File: config.mk
export PLATFORM = sky130hd
export DESIGN_NAME = utf8_symbol_range_locator
export DESIGN_NICKNAME = d
export VERILOG_FILES = /design/src/rtl/core/u8srl_pkg.sv /design/src/rtl/core/u8srl_scan.sv /design/src/rtl/core/utf8_symbol_range_locator.sv
export SDC_FILE = /design/constraint.sdc
export NUM_CORES = 1
export LEC_CHECK = 0
export BUFFER_PORTS_ARGS = -buffer_cell sky130_fd_sc_hd__buf_4
export CAP_MARGIN = 0
export CORE_MARGIN = 5
export CORE_UTILIZATION = 64
export CTS_BUF_LIST = sky130_fd_sc_hd__clkbuf_4
export CTS_CLUSTER_DIAMETER = 120
export DETAILED_ROUTE_END_ITERATION = 6
export PLACE_DENSITY_LB_ADDON = 0.3
export RECOVER_POWER = 50
export SLEW_MARGIN = 20
export SYNTH_ARGS = -nofsm -noshare
export SYNTH_HDL_FRONTEND = slang
export SYNTH_SLANG_ARGS = --single-unit
File: constraint.sdc
create_clock -name clk -period 9.8 [get_ports clk]
set_clock_uncertainty 0.1 [all_clocks]
set_input_delay 0.49 -clock clk [delete_from_list [all_inputs] [get_ports clk]]
set_output_delay 0.49 -clock clk [all_outputs]
set_load 0.005 [all_outputs]
File: src/rtl/core/u8srl_pkg.sv
// shared types and constants of the utf-8 symbol range locator
`default_nettype none

package u8srl_pkg;

	localparam int BYTE_W   = 8;
	localparam int SYM_W    = 16;
	localparam int SEEN_W   = 17;
	localparam int OFFSET_W = 16;
	localparam int LENGTH_W = 17;

	localparam logic [BYTE_W-1:0] ASCII_MAX = 8'h7f;
	localparam logic [BYTE_W-1:0] CONT_MASK = 8'hc0;
	localparam logic [BYTE_W-1:0] CONT_TAG  = 8'h80;

	typedef enum logic [1:0] {
		STATUS_OK      = 2'd0,
		STATUS_INVALID = 2'd1,
		STATUS_RANGE   = 2'd2
	} status_t;

	typedef struct packed {
		logic [BYTE_W-1:0] data_byte;
		logic              has_byte;
		logic              first_item;
		logic              last_item;
		logic [SYM_W-1:0]  start_symbol;
		logic [SYM_W-1:0]  symbol_count;
	} u8srl_item_t;

	typedef struct packed {
		status_t             status;
		logic [OFFSET_W-1:0] start_offset;
		logic [LENGTH_W-1:0] byte_length;
	} u8srl_result_t;

endpackage

`default_nettype wire

File: src/rtl/core/u8srl_scan.sv
// per-string scan state: byte classification, symbol counting and range search
`default_nettype none

module u8srl_scan import u8srl_pkg::*; #(
	parameter int MAX_STRING_BYTES = 65536
) (
	input  wire logic          clk,
	input  wire logic          arst_n,
	input  wire logic          take,
	input  wire u8srl_item_t   item,
	output u8srl_result_t      res
);

	localparam int POS_W = $clog2(MAX_STRING_BYTES + 1);
	localparam logic [POS_W-1:0] POS_LIMIT = POS_W'(MAX_STRING_BYTES);

	typedef enum logic [1:0] {
		PH_SEEK_START = 2'd0,
		PH_SEEK_END   = 2'd1,
		PH_FOUND      = 2'd2,
		PH_ERROR      = 2'd3
	} phase_t;

	phase_t             phase_q, phase_d;
	logic [POS_W-1:0]   pos_q, pos_d;
	logic [SEEN_W-1:0]  seen_q, seen_d;
	logic [1:0]         cont_q, cont_d;
	logic [POS_W-1:0]   fstart_q, fstart_d;
	logic [POS_W-1:0]   fend_q, fend_d;
	logic [SYM_W-1:0]   wstart_q, wstart_d;
	logic [SYM_W-1:0]   wcount_q, wcount_d;

	always_comb begin
		logic              done;
		logic [BYTE_W-1:0] b;
		logic [POS_W-1:0]  pos_after;
		logic [POS_W-1:0]  diff;

		phase_d  = phase_q;
		pos_d    = pos_q;
		seen_d   = seen_q;
		cont_d   = cont_q;
		fstart_d = fstart_q;
		fend_d   = fend_q;
		wstart_d = wstart_q;
		wcount_d = wcount_q;
		done     = 1'b0;
		b        = item.data_byte;
		pos_after = pos_q + POS_W'(1);

		if (item.first_item) begin
			phase_d  = PH_SEEK_START;
			pos_d    = '0;
			seen_d   = '0;
			cont_d   = '0;
			fstart_d = '0;
			fend_d   = '0;
			wstart_d = item.start_symbol;
			wcount_d = item.symbol_count;
		end

		pos_after = pos_d + POS_W'(1);

		if (item.has_byte && pos_d < POS_LIMIT) begin
			if (phase_d == PH_SEEK_START || phase_d == PH_SEEK_END) begin
				if (cont_d != 2'd0) begin
					if ((b & CONT_MASK) != CONT_TAG) begin
						phase_d = PH_ERROR;
					end else begin
						cont_d = cont_d - 2'd1;
						done   = (cont_d == 2'd0);
					end
				end else begin
					if (phase_d == PH_SEEK_START && seen_d == {1'b0, wstart_d})
						fstart_d = pos_d;
					if (b <= ASCII_MAX) begin
						done = 1'b1;
					end else if (b[7:5] == 3'b110) begin
						cont_d = 2'd1;
					end else if (b[7:4] == 4'b1110) begin
						cont_d = 2'd2;
					end else if (b[7:3] == 5'b11110) begin
						cont_d = 2'd3;
					end else begin
						phase_d = PH_ERROR;
					end
				end
			end
			pos_d = pos_after;
		end

		if (done) begin
			seen_d = seen_d + SEEN_W'(1);
			if (phase_d == PH_SEEK_START && seen_d == ({1'b0, wstart_d} + SEEN_W'(1))) begin
				if (wcount_d == '0) begin
					fend_d  = fstart_d;
					phase_d = PH_FOUND;
				end else if (wcount_d == SYM_W'(1)) begin
					fend_d  = pos_d;
					phase_d = PH_FOUND;
				end else begin
					phase_d = PH_SEEK_END;
				end
			end else if (phase_d == PH_SEEK_END &&
				     seen_d == ({1'b0, wstart_d} + {1'b0, wcount_d})) begin
				fend_d  = pos_d;
				phase_d = PH_FOUND;
			end
		end

		diff = fend_d - fstart_d;
		res.start_offset = '0;
		res.byte_length  = '0;
		if (phase_d == PH_ERROR) begin
			res.status = STATUS_INVALID;
		end else if (phase_d == PH_FOUND) begin
			res.status       = STATUS_OK;
			res.start_offset = OFFSET_W'(fstart_d);
			res.byte_length  = LENGTH_W'(diff);
		end else if (cont_d != 2'd0) begin
			res.status = STATUS_INVALID;
		end else begin
			res.status = STATUS_RANGE;
		end
	end

	always_ff @(posedge clk or negedge arst_n) begin
		if (!arst_n) begin
			phase_q  <= PH_SEEK_START;
			pos_q    <= '0;
			seen_q   <= '0;
			cont_q   <= '0;
			fstart_q <= '0;
			fend_q   <= '0;
			wstart_q <= '0;
			wcount_q <= '0;
		end else if (take) begin
			phase_q  <= phase_d;
			pos_q    <= pos_d;
			seen_q   <= seen_d;
			cont_q   <= cont_d;
			fstart_q <= fstart_d;
			fend_q   <= fend_d;
			wstart_q <= wstart_d;
			wcount_q <= wcount_d;
		end
	end

endmodule

`default_nettype wire

File: src/rtl/core/utf8_symbol_range_locator.sv
// utf-8 symbol range locator: input register, scan logic and result register
// result: registered in the result register when the last item of a string leaves the input register
// throughput: one item per cycle, set by the single scan stage; the input
// register holds only while a finished result waits at the output
// reset: clears all scan state, the latched query and both valid flags
`default_nettype none

module utf8_symbol_range_locator import u8srl_pkg::*; #(
	parameter int MAX_STRING_BYTES = 65536
) (
	input  wire logic                clk,
	input  wire logic                arst_n,
	input  wire logic                in_valid,
	output      logic                in_stall,
	input  wire logic [BYTE_W-1:0]   data_byte,
	input  wire logic                has_byte,
	input  wire logic                first_item,
	input  wire logic                last_item,
	input  wire logic [SYM_W-1:0]    start_symbol,
	input  wire logic [SYM_W-1:0]    symbol_count,
	output      logic                out_valid,
	input  wire logic                out_stall,
	output      logic [1:0]          status,
	output      logic [OFFSET_W-1:0] start_offset,
	output      logic [LENGTH_W-1:0] byte_length
);

	logic          valid_s1;
	u8srl_item_t   item_s1;
	logic          advance;
	logic          in_xfer;
	u8srl_result_t scan_res;
	logic          out_valid_q;
	u8srl_result_t res_q;

	assign advance  = valid_s1 && (!item_s1.last_item || !out_valid_q || !out_stall);
	assign in_stall = valid_s1 && !advance;
	assign in_xfer  = in_valid && !in_stall;

	always_ff @(posedge clk or negedge arst_n) begin
		if (!arst_n) begin
			valid_s1 <= 1'b0;
		end else if (in_xfer) begin
			valid_s1 <= 1'b1;
		end else if (advance) begin
			valid_s1 <= 1'b0;
		end
	end

	always_ff @(posedge clk) begin
		if (in_xfer) begin
			item_s1.data_byte    <= data_byte;
			item_s1.has_byte     <= has_byte;
			item_s1.first_item   <= first_item;
			item_s1.last_item    <= last_item;
			item_s1.start_symbol <= start_symbol;
			item_s1.symbol_count <= symbol_count;
		end
	end

	u8srl_scan #(
		.MAX_STRING_BYTES(MAX_STRING_BYTES)
	) u_scan (
		.clk    (clk),
		.arst_n (arst_n),
		.take   (advance),
		.item   (item_s1),
		.res    (scan_res)
	);

	always_ff @(posedge clk or negedge arst_n) begin
		if (!arst_n) begin
			out_valid_q <= 1'b0;
		end else if (advance && item_s1.last_item) begin
			out_valid_q <= 1'b1;
		end else if (!out_stall) begin
			out_valid_q <= 1'b0;
		end
	end

	always_ff @(posedge clk) begin
		if (advance && item_s1.last_item) begin
			res_q <= scan_res;
		end
	end

	assign out_valid    = out_valid_q;
	assign status       = res_q.status;
	assign start_offset = res_q.start_offset;
	assign byte_length  = res_q.byte_length;

endmodule

`default_nettype wire

==> results of run 1 <==
-- critical path, delay by kind of cell (launching register included) --
kind                       cells  cell delay, ns
AOI/OAI and AO/OA             13            3.85
adders and majority gates      3            1.15
buffers and inverters          2            0.59
DFF                            1            0.49
and+or+nand+nor                8            2.08
-- layer usage --
| metal | track usage [%] | vias to the layer above | part of all wire, % |
|---|---|---|---|
| met3 | 7.90 | 79 | 11 |
| met2 | 48.1 | 626 | 44 |
| met1 | 46.7 | 5215 | 43 |
| met5 | 0 | - | 0 |
| li1 | - | 5118 | - |
| met4 | 8.56 | 0 | 2.3 |
-- synthesized netlist by cell type (17+ instances only) --
master / number
and3_1: 17
mux2i_1: 39
dfrtp_1: 106
xnor2_1: 42
nand2_1: 191
clkbuf_1: 43
nand3_1: 33
nand2b_1: 29
o211ai_1: 18
ha_1: 37
nor3_1: 33
buf_2: 23
nand4_1: 21
a21oi_1: 81
xor2_1: 27
o21ai_0: 109
inv_1: 51
edfxtp_1: 75
nor2_1: 94
nor2b_1: 38
mux2_2: 21
-- cells by family after synthesis --
group	synth area share (%)
DFF	39.7
and+or+nand+nor	22.4
xor gates and xnor gates	6.73
AOI/OAI and AO/OA	17.4
adders and majority gates	4.08
muxes	5.08
buffers and inverters	4.58
-- stage by stage --
| stage | total power, mW | setup WS, ns |
|---|---|---|
| after floorplan | 1.39 | 1.77 |
| after global placement | 1.56 | 1.86 |
| after detailed placement | 1.58 | 1.66 |
| after CTS | 2.01 | 1.56 |
| after global routing | 2.14 | 0.729 |
| final | 2.04 | 1.30 |
-- power groups by stage --
stage / Combinational (mW) / Sequential [mW] / Clock, mW
global placement: 0.624 / 0.937 / 0
detailed placement: 0.638 / 0.941 / 0
CTS: 0.656 / 0.926 / 0.433
global route: 0.729 / 0.939 / 0.471
finish: 0.671 / 0.932 / 0.434
floorplan: 0.480 / 0.913 / 0
-- final timing paths --
kind / start / endpoint / slack [ns]
setup / recovery: item_s1[33] / byte_length[16] / 1.30
hold reg to reg: u_scan.fstart_q[3] / u_scan.fstart_q[3] / 0.40
max in group asynchronous: arst_n / u_scan.seen_q[10] / 6.15
setup reg to reg: item_s1[33] / byte_length[16] / 1.30
hold / removal: u_scan.fstart_q[3] / u_scan.fstart_q[3] / 0.40
min in group asynchronous: arst_n / u_scan.wcount_q[8] / 1.38
-- layout make-up --
cell class	instances	area (um2)	area share, %
multi-input combinational	1058	6870	50.2
antenna	3	7.51	0.0548
tap	260	325	2.38
inverter	52	195	1.43
clock inverter	15	161	1.18
timing repair buffer	137	1100	8.06
clock buffer	17	128	0.932
sequential	181	4900	35.8
-- state kept, by name, indices dropped and copies added (netlist names) --
signal           cells
item_s1             40
byte_length         17
u_scan.fend_q       17
u_scan.fstart_q     17
u_scan.pos_q        17
u_scan.seen_q       17
start_offset        16
u_scan.wcount_q     16
u_scan.wstart_q     16
status               2
u_scan.cont_q        2
u_scan.phase_q       2
out_valid            1
valid_s1             1
-- repair_timing --
action,4_1_cts,5_1_grt
endpoints found under the hold margin,93,0
resized for setup,0,0
hold buffers,43,0
==> qor.txt, run 1 <==
Status - complete, but fails checks
Failing checks - DRC, capacitance limit, slew limit
Grt total ovfl - 0
Layout Cells excl Fill - 1723
RSZ-0062 raised after global routing - no
Remaining routing DRC violations - 1
Kind of critical path - reg2reg
Share of the yosys chip area belonging to registers - 39.7%
# H-tree levels - 4
Final WL - 35200 um
ANT nets after route - 0
Number of global-route vias before repair - 10500
Post-DR wirelength/cell - 20.4 um
# fillers - 1394
Initial core utilization - 65.5%
Routability cong. - 0.952
Worst-case reg-to-reg path depth - 26
Max incr delay on CP - 0.68 ns
Yosys warns - 0
Cells on Worst Hold Path - 2
Initial DRC Count - 1481
Worst slew pin tran - 3.20 ns
Commonest non-fill, non-tap cell in the layout - nand2_1
Syn Nets - 1457
Hold Crit Class - reg2reg
Root buffer cell - clkbuf_4
Fin area - 0.0137 mm2
Fmax - 118 MHz
VDD IR-drop max - 0.141 mV
Worst-path fanout max - 131
CTS sink count - 181
Share of post-route cells with drive strength above 1 - 11.2%
Area grow syn2layout - 11.0%
CP endpoint kind - flop
Worst endpoint required time - 10.12 ns
Synth top area cells - dfrtp_1 (21%), edfxtp_1 (18%), nand2_1 (5.8%)
Relative max-transition margin - -113%
Vias/cell - 6.41
Reg power frac - 45.7%
Avg Cell Area, Syn - 9.00 um2
Synth cell types - 86
CTS tree - done
Largest net degree at the start of global routing - 132
Most frequent cells in the layout - nand2_1 (191), o21ai_0 (109), dfrtp_1 (106), nor2_1 (94), clkbuf_4 (85)
First drt pass iteration count - 7
FFs w/ async S/R, synth - 58.6%
Leakage - 5.70 nW
Detail Placement HPWL - 24300 um
CTS buffer count - 17
Reg clk slew, reported paths - 0.17 ns
Clk_lat worst skew - 0.63 ns
First-pass GRT wire length - 56100 um
Die Height - 149 um
GRT Overall Usage - 32.0%
Psw - 0.788 mW
Clk buf depth - 2
Max-cap violations - 5
CP startpoint kind - flop
Endpoints failing setup - 0
Clk pwr share - 21.3%
Placed insts - 1645
Power per cell area - 149 mW/mm2
Most used DFF post-synth - dfrtp_1
Final Max Slew Viols - 232
Cell Area, Synth - 0.0123 mm2
DIE WIDTH - 149 um
CP max stage cell - nor4_2
Pint - 1.25 mW
Initial antenna violation count - 1
Sw Ratio - 38.7%
Layout Nets - 1533
Final core occ - 72.7%
Num ports - 84
Fin. Hold Viols - 0
Synthesized instance count - 1371
Buffers on Ports - 80
Post-DP Area - 0.0130 mm2
Final period util - 86.7%
Tmin final - 8.50 ns
Final hold slack - 0.400 ns
Leading area contributor after synthesis - dfrtp_1
Number of synthesized flops with an enable pin - 75
Comb power frac - 33.0%
FF+latch count, synth - 181
Share of the synthesized area in the top cell type - 21.5%
Standard-cell rows - 50
CP arrival - 8.82 ns
TNS Setup - 0 ns
Core Area - 0.0188 mm2
Die area - 0.0222 mm2
Post-CTS setup buffers - 0
Routed via count - 11000
(Power assumes the default switching activity.)
==> run 2: changes to the inputs <==
- CORE_UTILIZATION: 64 -> 63
- SETUP_SLACK_MARGIN: not set -> 0.2
- SYNTH_HIERARCHICAL: not set -> 1
==> run 2 against run 1 <==
The run ends with capacitance limit, slew limit left. Flip-flop and latch count stayed put. Setup slack gained 0.15 ns. Critical path depth grew 2. Hold slack worse by 0.35 ns. Synthesized cell count down 10%. Maximum frequency is 1.9% higher. Critical endpoint is now byte_length[16]. Largest cell class unchanged.
==> qor.txt, run 2 <==
Grt total ovfl - 0 (unchanged)
CP endpoint kind - flop
First-pass GRT wire length - 51500 um (-8.3%)
Place WS - 1.76 ns (+0.0970 ns)
First drt pass iteration count - 7 (unchanged)
Post_cts resized - 0 (unchanged)
ANT nets after route - 0 (unchanged)
Comb power frac - 31.3% (-1.7 points)
Met1 Resource Use GR - 45.8% (-0.91 points)
Endpoints failing setup - 0 (unchanged)
Most frequent cells in the layout - nor2_1 (111), dfrtp_1 (106), nand2_1 (99), clkbuf_4 (93), a21oi_1 (78)
WP buf/inv - 3 (+1)
Avg Cell Area, Syn - 9.82 um2 (+9.1%)
Fin. Hold Viols - 0 (unchanged)
Clk pwr share - 21.3% (about the same)
Cells on Worst Hold Path - 3 (+1)
Worst slew pin tran - 4.05 ns (+0.851 ns)
Remaining routing DRC violations - 0 (-1)
Sw Ratio - 35.6% (-3.1 points)
Layout Nets - 1408 (-8.2%)
Die area - 0.0221 mm2 (-0.28%)
Met2 usage - 42.7% (-5.5 points)
Reg clk slew, reported paths - 0.15 ns (-0.02 ns)
Reg power frac - 47.4% (+1.7 points)
Grt peak-use layer - met1
Largest register by flop count - item_s1
Num ports - 84 (unchanged)
Clk_lat worst skew - 0.60 ns (-0.03 ns)
Yosys warns - 6 (+6)
Core Area - 0.0188 mm2 (unchanged)
CTS sink count - 181 (unchanged)
Hold Crit Class - in2reg
CTS Hold Buffers Added - 42 (-2.3%)
Final Max Slew Viols - 150 (-35%)
CP top delay family - compound AO/OA/AOI/OAI gates
GRT Overall Usage - 29.5% (-2.5 points)
Cell Area, Synth - 0.0121 mm2 (-1.9%)
Max incr delay on CP - 0.74 ns (+0.06 ns)
CP max stage cell - a21oi_1
TNS Setup - 0 ns (unchanged)
Post-DR wirelength/cell - 20.3 um (-0.74%)
CP startpoint kind - flop
CP arrival - 8.62 ns (-0.20 ns)
Post-CTS setup buffers - 0 (unchanged)
Kind of critical path - reg2reg
Global-route track usage on met3 - 6.67% (-1.2 points)
Syn Nets - 1319 (-9.5%)
Fmax - 120 MHz (+1.9%)
Root buffer cell - clkbuf_4
Standard-cell rows - 50 (unchanged)
Commonest non-fill, non-tap cell in the layout - nor2_1
Status - complete, but fails checks
# fillers - 1397 (+0.22%)
Max reg flops - 40 (unchanged)
DIE WIDTH - 149 um (-0.14%)
Power per cell area - 145 mW/mm2 (-2.3%)
Worst-case reg-to-reg path depth - 28 (+7.7%)
RSZ-0062 raised after global routing - no
Initial core utilization - 64.3% (-1.2 points)
Die Height - 149 um (-0.14%)
Routed via count - 10200 (-7.2%)
Leakage - 5.31 nW (-6.9%)
Routability cong. - 0.966 (+1.4%)
Area grow syn2layout - 11.6%
Worst endpoint required time - 10.08 ns (-0.04 ns)
Buffers on Ports - 80 (unchanged)
Worst-path fanout max - 15 (-89%)
Number of global-route vias before repair - 9432 (-9.8%)
Pint - 1.27 mW (+1.4%)
Crit path depth - 28 (+7.7%)
Tmin final - 8.34 ns (-0.154 ns)
Largest net degree at the start of global routing - 136 (+3.0%)
CTS tree - done
# H-tree levels - 4 (unchanged)
Final hold slack - 0.0531 ns (-0.347 ns)
Max-cap violations - 3 (-2)
Failing checks - capacitance limit, slew limit
Initial DRC Count - 1323 (-11%)
Initial antenna violation count - 2 (+1)
Detail Placement HPWL - 23100 um (-4.8%)
Final core occ - 71.8% (-0.92 points)
Final worst slack - 1.46 ns (+0.154 ns)
Share of post-route cells with drive strength above 1 - 18.3% (+7.0 points)
Total power - 1.96 mW (-3.5%)
Crit path top cell by count - a21oi_1
Relative max-transition margin - -170% (-57 points)
Final period util - 85.1% (-1.6 points)
Final WL - 32400 um (-8.0%)
Psw - 0.699 mW (-11%)
Clk buf depth - 2 (unchanged)
CTS buffer count - 17 (unchanged)
Vias/cell - 6.42 (+0.15%)
VDD IR-drop max - 0.0991 mV (-30%)
Synthesized instance count - 1233 (-10%)
run 2: final cells by class:
type / count / area (um2) / share of cell area (%)
multi-input combinational: 949 / 6760 / 50.0
sequential: 181 / 4900 / 36.3
timing repair buffer: 136 / 1120 / 8.25
tap: 260 / 325 / 2.41
clock buffer: 20 / 150 / 1.11
inverter: 37 / 139 / 1.03
clock inverter: 12 / 120 / 0.888
antenna: 2 / 5.00 / 0.0370
run 2: stage by stage:
| step | cell area (um2) | instances |
|---|---|---|
| 2_1_floorplan | 12100 | 1233 |
| 3_3_place_gp | 12900 | 1520 |
| 3_5_place_dp | 12900 | 1520 |
| 4_1_cts | 13500 | 1594 |
| 5_1_grt | 13500 | 1597 |
| 6_report | 13500 | 1597 |
run 2: metal layers:
layer,routed length [um],vias to the layer above,share of wire [%]
met5,0,-,0
met4,499,0,1.5
met3,3560,56,11
met2,13900,539,43
met1,14500,4925,45
li1,-,4726,-
run 2: power by group through the flow:
stage / clock network, mW / logic (mW) / registers, mW
3_3_place_gp: 0 / 0.581 / 0.939
5_1_grt: 0.460 / 0.673 / 0.938
4_1_cts: 0.430 / 0.609 / 0.927
6_report: 0.418 / 0.615 / 0.932
3_5_place_dp: 0 / 0.593 / 0.943
2_1_floorplan: 0 / 0.451 / 0.915
run 2: path summary, 6_finish.rpt:
| kind | startpoint | to | slack, ns |
|---|---|---|---|
| setup / recovery | item_s1[33] | byte_length[16] | 1.46 |
| hold / removal | out_stall | out_valid | 0.05 |
| setup reg to reg | item_s1[33] | byte_length[16] | 1.46 |
| hold reg to reg | u_scan/fend_q[11] | u_scan/fend_q[11] | 0.40 |
| max in group asynchronous | arst_n | u_scan/fstart_q[5] | 4.16 |
| min in group asynchronous | arst_n | u_scan/wcount_q[5] | 0.81 |
run 2: worst reg2reg max path: cells and delay by family (launching register included):
family          cells  cell delay, ns
compound gates     14            4.05
simple gates        6            1.31
fa+ha+maj           3            1.09
buf+inv             3            0.69
flops               1            0.49
mux                 2            0.43
